==> src/rtl/core/assert_macros.svh <==
// Assertion macros shared by the RTL modules of the two-register step engine.
`ifndef ASSERT_MACROS_SVH
`define ASSERT_MACROS_SVH

// Checks a property at every rising clock edge outside reset.
`define ASSERT_NOW(lbl, clk, rst_n, prop, msg) \
	lbl: assert property (@(posedge clk) disable iff (!rst_n) (prop)) else $error(msg);

// Checks that a condition is followed in the next cycle by a consequence.
`define ASSERT_NEXT(lbl, clk, rst_n, pre, post, msg) \
	lbl: assert property (@(posedge clk) disable iff (!rst_n) (pre) |=> (post)) else $error(msg);

`endif

==> src/rtl/core/trac_pkg.sv <==
// Package with types, codes and constants of the two-register step engine.
package trac_pkg;

	localparam int MEM_WORDS_DEF  = 256;
	localparam int CODE_WORDS_DEF = 64;
	localparam int DATA_WIDTH_DEF = 32;

	localparam int FUNC_W  = 5;
	localparam int ADDR_W  = 8;
	localparam int FIELD_W = 32;
	localparam int PC_W    = 7;
	localparam int TGT_W   = 6;
	localparam int STAT_W  = 2;

	localparam logic [FUNC_W-1:0] FN_LDA    = 5'd0;
	localparam logic [FUNC_W-1:0] FN_LDB    = 5'd1;
	localparam logic [FUNC_W-1:0] FN_STA    = 5'd2;
	localparam logic [FUNC_W-1:0] FN_STB    = 5'd3;
	localparam logic [FUNC_W-1:0] FN_A2B    = 5'd4;
	localparam logic [FUNC_W-1:0] FN_B2A    = 5'd5;
	localparam logic [FUNC_W-1:0] FN_ADDA_M = 5'd6;
	localparam logic [FUNC_W-1:0] FN_JMP    = 5'd22;
	localparam logic [FUNC_W-1:0] FN_JBZ    = 5'd23;
	localparam logic [FUNC_W-1:0] FN_JBNZ   = 5'd24;
	localparam logic [FUNC_W-1:0] FN_READ   = 5'd25;
	localparam logic [FUNC_W-1:0] FN_CLEAR  = 5'd26;

	localparam logic [1:0] ALU_ADD = 2'd0;
	localparam logic [1:0] ALU_SUB = 2'd1;
	localparam logic [1:0] ALU_AND = 2'd2;
	localparam logic [1:0] ALU_OR  = 2'd3;

	localparam logic [STAT_W-1:0] ST_OK      = 2'd0;
	localparam logic [STAT_W-1:0] ST_INVALID = 2'd1;
	localparam logic [STAT_W-1:0] ST_END     = 2'd2;

	typedef struct packed {
		logic [FUNC_W-1:0]         func;
		logic [ADDR_W-1:0]         mem_address;
		logic signed [FIELD_W-1:0] immediate;
		logic [TGT_W-1:0]          jump_target;
	} step_in_t;

	typedef struct packed {
		logic signed [FIELD_W-1:0] reg_a_value;
		logic signed [FIELD_W-1:0] reg_b_value;
		logic [PC_W-1:0]           next_pc;
		logic signed [FIELD_W-1:0] read_value;
		logic [STAT_W-1:0]         status;
	} step_out_t;

	typedef struct packed {
		logic capture;
		logic commit;
		logic sweep;
	} ctl_cmd_t;

	typedef struct packed {
		logic is_clear;
		logic sweep_last;
	} dp_sts_t;

	typedef enum logic [1:0] {
		S_IDLE,
		S_EXEC,
		S_SWEEP
	} state_t;

endpackage

==> src/rtl/core/trac_ctrl.sv <==
// Controller state machine of the two-register step engine.
`include "assert_macros.svh"

module trac_ctrl
	import trac_pkg::*;
(
	input  logic     clk,
	input  logic     arst_n,
	input  logic     instr_valid,
	output logic     instr_ready,
	output logic     result_valid,
	input  logic     result_ready,
	input  dp_sts_t  sts,
	output ctl_cmd_t ctl
);

	state_t state_q;
	state_t state_n;
	logic   out_valid_q;

	// Reset starts with a memory sweep so the data memory reads as zero.
	always_ff @(posedge clk or negedge arst_n) begin
		if (!arst_n) begin
			state_q     <= S_SWEEP;
			out_valid_q <= 1'b0;
		end else begin
			state_q <= state_n;
			if (ctl.commit) begin
				out_valid_q <= 1'b1;
			end else if (result_ready) begin
				out_valid_q <= 1'b0;
			end
		end
	end

	always_comb begin
		state_n     = state_q;
		ctl         = '0;
		instr_ready = 1'b0;
		case (state_q)
			S_IDLE: begin
				instr_ready = 1'b1;
				if (instr_valid) begin
					ctl.capture = 1'b1;
					state_n     = S_EXEC;
				end
			end
			S_EXEC: begin
				if (!out_valid_q || result_ready) begin
					ctl.commit = 1'b1;
					state_n    = sts.is_clear ? S_SWEEP : S_IDLE;
				end
			end
			S_SWEEP: begin
				ctl.sweep = 1'b1;
				if (sts.sweep_last) begin
					state_n = S_IDLE;
				end
			end
			default: begin
				state_n = S_IDLE;
			end
		endcase
	end

	assign result_valid = out_valid_q;

	`ASSERT_NEXT(a_capture_exec, clk, arst_n, ctl.capture, state_q == S_EXEC, "capture not followed by execute")
	`ASSERT_NEXT(a_clear_sweep, clk, arst_n, ctl.commit && sts.is_clear, state_q == S_SWEEP && !instr_ready, "clear did not start a sweep")
	`ASSERT_NEXT(a_commit_valid, clk, arst_n, ctl.commit, result_valid, "committed result not presented")

endmodule

==> config.mk <==
export PLATFORM = sky130hd
export DESIGN_NAME = trac_ctrl
export DESIGN_NICKNAME = d
export VERILOG_FILES = /design/src/rtl/core/trac_pkg.sv /design/src/rtl/core/trac_ctrl.sv
export VERILOG_INCLUDE_DIRS = /design/src /design/src/rtl/core
export SDC_FILE = /design/constraint.sdc
export NUM_CORES = 1
export LEC_CHECK = 0
export BUFFER_PORTS_ARGS = -buffer_cell sky130_fd_sc_hd__clkbuf_2
export CORE_AREA = 2 2 39 41
export CTS_CLUSTER_DIAMETER = 120
export DETAILED_ROUTE_END_ITERATION = 7
export DIE_AREA = 0 0 41 43
export PLACE_DENSITY_LB_ADDON = 0.2
export RECOVER_POWER = 100
export SLEW_MARGIN = 20
export SYNTH_ARGS = -nofsm -noshare
export SYNTH_HDL_FRONTEND = slang
export SYNTH_SLANG_ARGS = --single-unit
==> constraint.sdc <==
create_clock -name clk -period 1.6 [get_ports clk]
set_input_delay 0.08 -clock clk [delete_from_list [all_inputs] [get_ports clk]]
set_output_delay 0.08 -clock clk [all_outputs]
set_load 0.005 [all_outputs]
# Word-level counts from Yosys, hierarchy flattened
# Index checks and enable logic that the tools add are counted.
# Widths: inputs -> output; s select.
[totals]
output_inout_bits = 5
in_bits = 6
wordCells = 25
regBits = 3
[classes]
n_eq_ne = 5
reduce_logical = 5
muxes = 13
[op_table]
columns = ["operator", "count"]
rows = [
  ["$mux 1", 8],
  ["$mux 2", 4],
  ["$ne 2x2->1 const B", 3],
  ["$pmux 2 s3", 1],
  ["$reduce_and 3->1", 1],
  ["$eq 2x1->1 const B", 1],
  ["$eq 2x2->1 const B", 1],
  ["$logic_not 2->1", 1],
  ["$reduce_bool 2->1", 1],
  ["$logic_not 1->1", 1],
  ["$logic_or 1x1->1", 1],
]

# Depth between registers and ports, before layout
[logic_depth]
ltp_word = 5
depth_mapped = 2
mapped_depth_nobuf = 2

# Least setup slack after synthesis
# OpenSTA, ideal clock, no wires.
[synth_path]
path_kind = "reg2reg"
startpoint = "register out_valid_q, in the netlist result_valid"
endpoint = "register state_q[1]"
path_buffers = 0
path_stages_with_launch = 3
t_arrival_ps = 755
t_required_ps = 1511
path_slack_ps = 756
period_less_slack_ps = 844
path_cell_list = "dfrtp_1 nor2b_1 o32ai_2"
[synth_between]
elab_chain_len = 4
[synth_rtl]
columns = ["element", "line", "rtl"]
rows = [
  ["start, declared", "trac_ctrl.sv:19", "logic out_valid_q;"],
  ["start signal, assigned", "trac_ctrl.sv:25", "out_valid_q <= 1'b0;"],
  ["start signal, assigned", "trac_ctrl.sv:29", "out_valid_q <= 1'b1;"],
  ["start signal, assigned", "trac_ctrl.sv:31", "out_valid_q <= 1'b0;"],
  ["$logic_not 1->1", "trac_ctrl.sv:49", "if (!out_valid_q || result_ready) begin"],
  ["$logic_or 1x1->1", "trac_ctrl.sv:49", ""],
  ["$ne 2x2->1 (no line)", "n/a", ""],
  ["$reduce_and 3->1 (no line)", "n/a", ""],
  ["end signal, assigned", "trac_ctrl.sv:27", "state_q <= state_n;"],
  ["end, declared", "trac_ctrl.sv:17", "state_t state_q;"],
]
# Every way passes these cells.
# A chain may end at the register's enable or synchronous reset.

==> summary.txt <==
Power and ir drop
  • Sw Share: 0.3398
  • Clock share of power: 0.299
  • Leakage power: 0.1262 nW
  • Net switching power: 0.1490 mW
  • Pint: 0.2895 mW
  • P per Cell Area: 1661 nW/um^2
  • Fraction of power consumed by sequential logic: 0.335
  • Logic gate share of total power: 0.366
  • Worst VDD drop: 0.2773 mV

Drt
  • Vias per cell: 3.396
  • First-pass iteration count of the detailed router: 2
  • Top sig layer: met3
  • Routed vias: 163
  • DRT iter0 DRCs: 2
  • Met3 wire length: 27 um
  • Post-route ant nets: 0
  • Wire per inst: 8.792 um
  • # DRC: 0
  • Routed length on met1: 123 um
  • Met2 wire length: 270 um
  • Post-Route WL: 422 um

Flow run
  • Max Cap Viol: 0

Floorplan
  • Die area: 1763 sq um
  • Starting Density: 0.1212
  • Core Region: 1384 sq um
  • DIE WIDTH: 41 um
  • Rows: 14
  • Die height: 43 um
  • IO Count: 11

Global routing
  • Grt total ovfl: 0
  • Overall Global Routing Usage: 0.07229
  • Initial antenna violation count: 0
  • Vias in the first global route: 186
  • Largest net degree at the start of global routing: 6
  • Global-route wire length before repair: 710 um

Logic synthesis
  • Main combinational cell family by area after synthesis: simple AND/OR/NAND/NOR gates
  • Post-synthesis sequential area ratio: 0.4552
  • Top-area cell type share of the netlist area: 0.2985
  • Synth top area cells: dfrtp_1, dfstp_2, o32ai_2
  • Post-Syn Area: 167.7 sq um
  • EDFF count, synth: 0
  • Seq cells post-synth: 3
  • Synth Area in Adders: 0
  • Synth warn: 0
  • Multiplexer area fraction after synthesis: 0
  • Largest area contributor in the netlist: dfrtp_1
  • Synth Instances: 16
  • Simple-Gate Fraction of Synth Area: 0.3731
  • Synth Area in XOR/XNOR: 0
  • Syn Nets: 22
  • Main synth FF type: dfrtp_1
  • Top cells by count, synth: dfrtp_1, inv_1, nand2b_1, nor2_1
  • Avg Cell Area, Syn: 10.48 sq um
  • Post-synthesis compound-gate area fraction: 0.1269
  • Post-synth cell types: 12
  • Post-synth ARST share: 1.000

Worst setup path
  • WS Path Type: reg2out
  • Worst-path cell chain: nand2b_1, nor2_1, clkbuf_2
  • Crit path required time: 1.52 ns
  • Startpoint types: register
  • Worst stage delay on the critical path: 0.57 ns
  • Reg2reg setup slack: 0.65 ns
  • Crit path DAT: 1.14 ns
  • Max FO, Critical Path: 4
  • Family with the most delay on the worst path: flip-flops
  • Buf+Inv Stages, Crit Path: 1
  • FF-to-FF Start: state_q[1]$_DFFE_PN1P_
  • FF-to-FF path depth: 2
  • R2r endpoint: state_q[1]$_DFFE_PN1P_
  • Critical Path End Type: primary output
  • Slowest CP cell: dfstp_1

Clock tree
  • Total CTS buffers: 3
  • CTS sink cnt: 3
  • Maximum clock path buffer count: 2
  • Clk_lat worst skew: 0.23 ns
  • TritonCTS clock tree: done
  • Post-CTS Setup Bufs: 0
  • Clk slew on worst S/H paths: 0.04 ns
  • Root buffer cell: clkbuf_4
  • H-Tree Depth: 1

STA
  • Fmax achieved: 817.8 MHz
  • Worst slew pin tran: 0.2625 ns
  • RSZ-0062 raised after global routing: no
  • Max_slew headroom: 0.8245
  • Clock skew: 0.0003931 ns
  • Max Slew Vio Count: 0
  • Final min period: 1.223 ns
  • Final setup fails: 0
  • Period utilisation layout: 0.7643
  • Setup_tns: 0 ns
  • Endpoints failing hold: 0
  • Setup ws final: 0.3772 ns

Worst hold path
  • Hold Path Cell Cnt: 3
  • Hold path endpoint: state_q[1]$_DFFE_PN1P_
  • Hold path startpoint: sts[1]
  • Worst hold path class: in2reg

Layout
  • Inserted Diodes: 0
  • Layout cell share with drive strength beyond 1: 0.3125
  • Synth-to-layout area growth: 57.46%
  • Layout Utilization: 0.1908
  • Final #Nets: 39

Run status
  • Outcome: complete, no violations

Place
  • Post-DP HPWL: 339.7 um
  • Placer Congestion: 0.5429
  • Pre-CTS WS: 0.6628 ns
  • Buffers on Ports: 10
[layer usage]
metal,track usage,up-vias
met5,0,-
met4,0.1200,0
met3,0.03141,0
met2,0.1063,5
met1,0.04502,76
li1,-,82
[state kept, by name (all words and copies together) (netlist names)]
signal	flops
state_q	2
result_valid	1
[power groups by stage]
stage	Combinational, mW	Clock (mW)	Sequential (mW)
2_1_floorplan	0.113	0	0.151
3_3_place_gp	0.194	0	0.153
3_5_place_dp	0.194	0	0.157
4_1_cts	0.198	0.140	0.156
5_1_grt	0.188	0.145	0.156
6_report	0.160	0.131	0.147
[worst max path at each step]
| stage | to | depth (start not counted) | from | slack [ns] |
|---|---|---|---|---|
| after detailed placement | ctl[2] | 3 | state_q[1]$_DFFE_PN1P_ | 0.66 |
| final | ctl[1] | 3 | state_q[1]$_DFFE_PN1P_ | 0.38 |
| after global routing | ctl[1] | 3 | state_q[1]$_DFFE_PN1P_ | 0.32 |
| after CTS | ctl[2] | 3 | state_q[1]$_DFFE_PN1P_ | 0.41 |
| after floorplan | state_q[1]$_DFFE_PN1P_ | 2 | result_valid$_DFFE_PN0P_ | 0.76 |
| after global placement | ctl[2] | 3 | state_q[1]$_DFFE_PN1P_ | 0.68 |
[final cells by class]
| class | count | area [sq um] |
|---|---|---|
| fillers | 167 | 1120 |
| flip-flops and latches | 3 | 76.32 |
| multi-input cells | 11 | 68.82 |
| repair buffers | 12 | 65.06 |
| clock buffers | 4 | 26.28 |
| well taps | 16 | 20.02 |
| inverters | 2 | 7.507 |
[logic make-up (layout without fill, tap and decap cells)]
group	after synthesis	after routing
flops	3	3
simple gates	9	9
buf+inv	2	18
compound gates	2	2
[cell usage in the layout (no fill, tap or decap), types with 2 or more instances in the layout]
master / synthesis / routed
clkbuf_4: 0 / 3
clkbuf_1: 0 / 5
nor2_1: 2 / 2
inv_1: 2 / 2
clkbuf_2: 0 / 6
dlygate4sd3_1: 0 / 2
dfrtp_1: 2 / 2
nand2b_1: 2 / 3
[worst register-to-register path, cell delays in order, from the launching register on]
cell	delay, ns
dfstp_1	0.39
nand2b_1	0.19
o32ai_1	0.27
[per-stage QoR]
stage	power (mW)	cell area (sq um)	hold WS, ns	std cells
finish	0.4385	264.0	0.07838	48
floorplan	0.2638	167.7	-0.2156	16
global route	0.4895	264.0	0.1171	48
CTS	0.4944	284.0	0.07049	48
detailed placement	0.3505	237.7	-0.1205	42
global placement	0.3472	237.7	-0.1205	42
[timing repair]
item / 4_1_cts / 5_1_grt
hold buffers: 2 / 0
endpoints found under the hold margin: 4 / 0
gates resized for setup: 0 / 0
(Power assumes the default switching activity.)
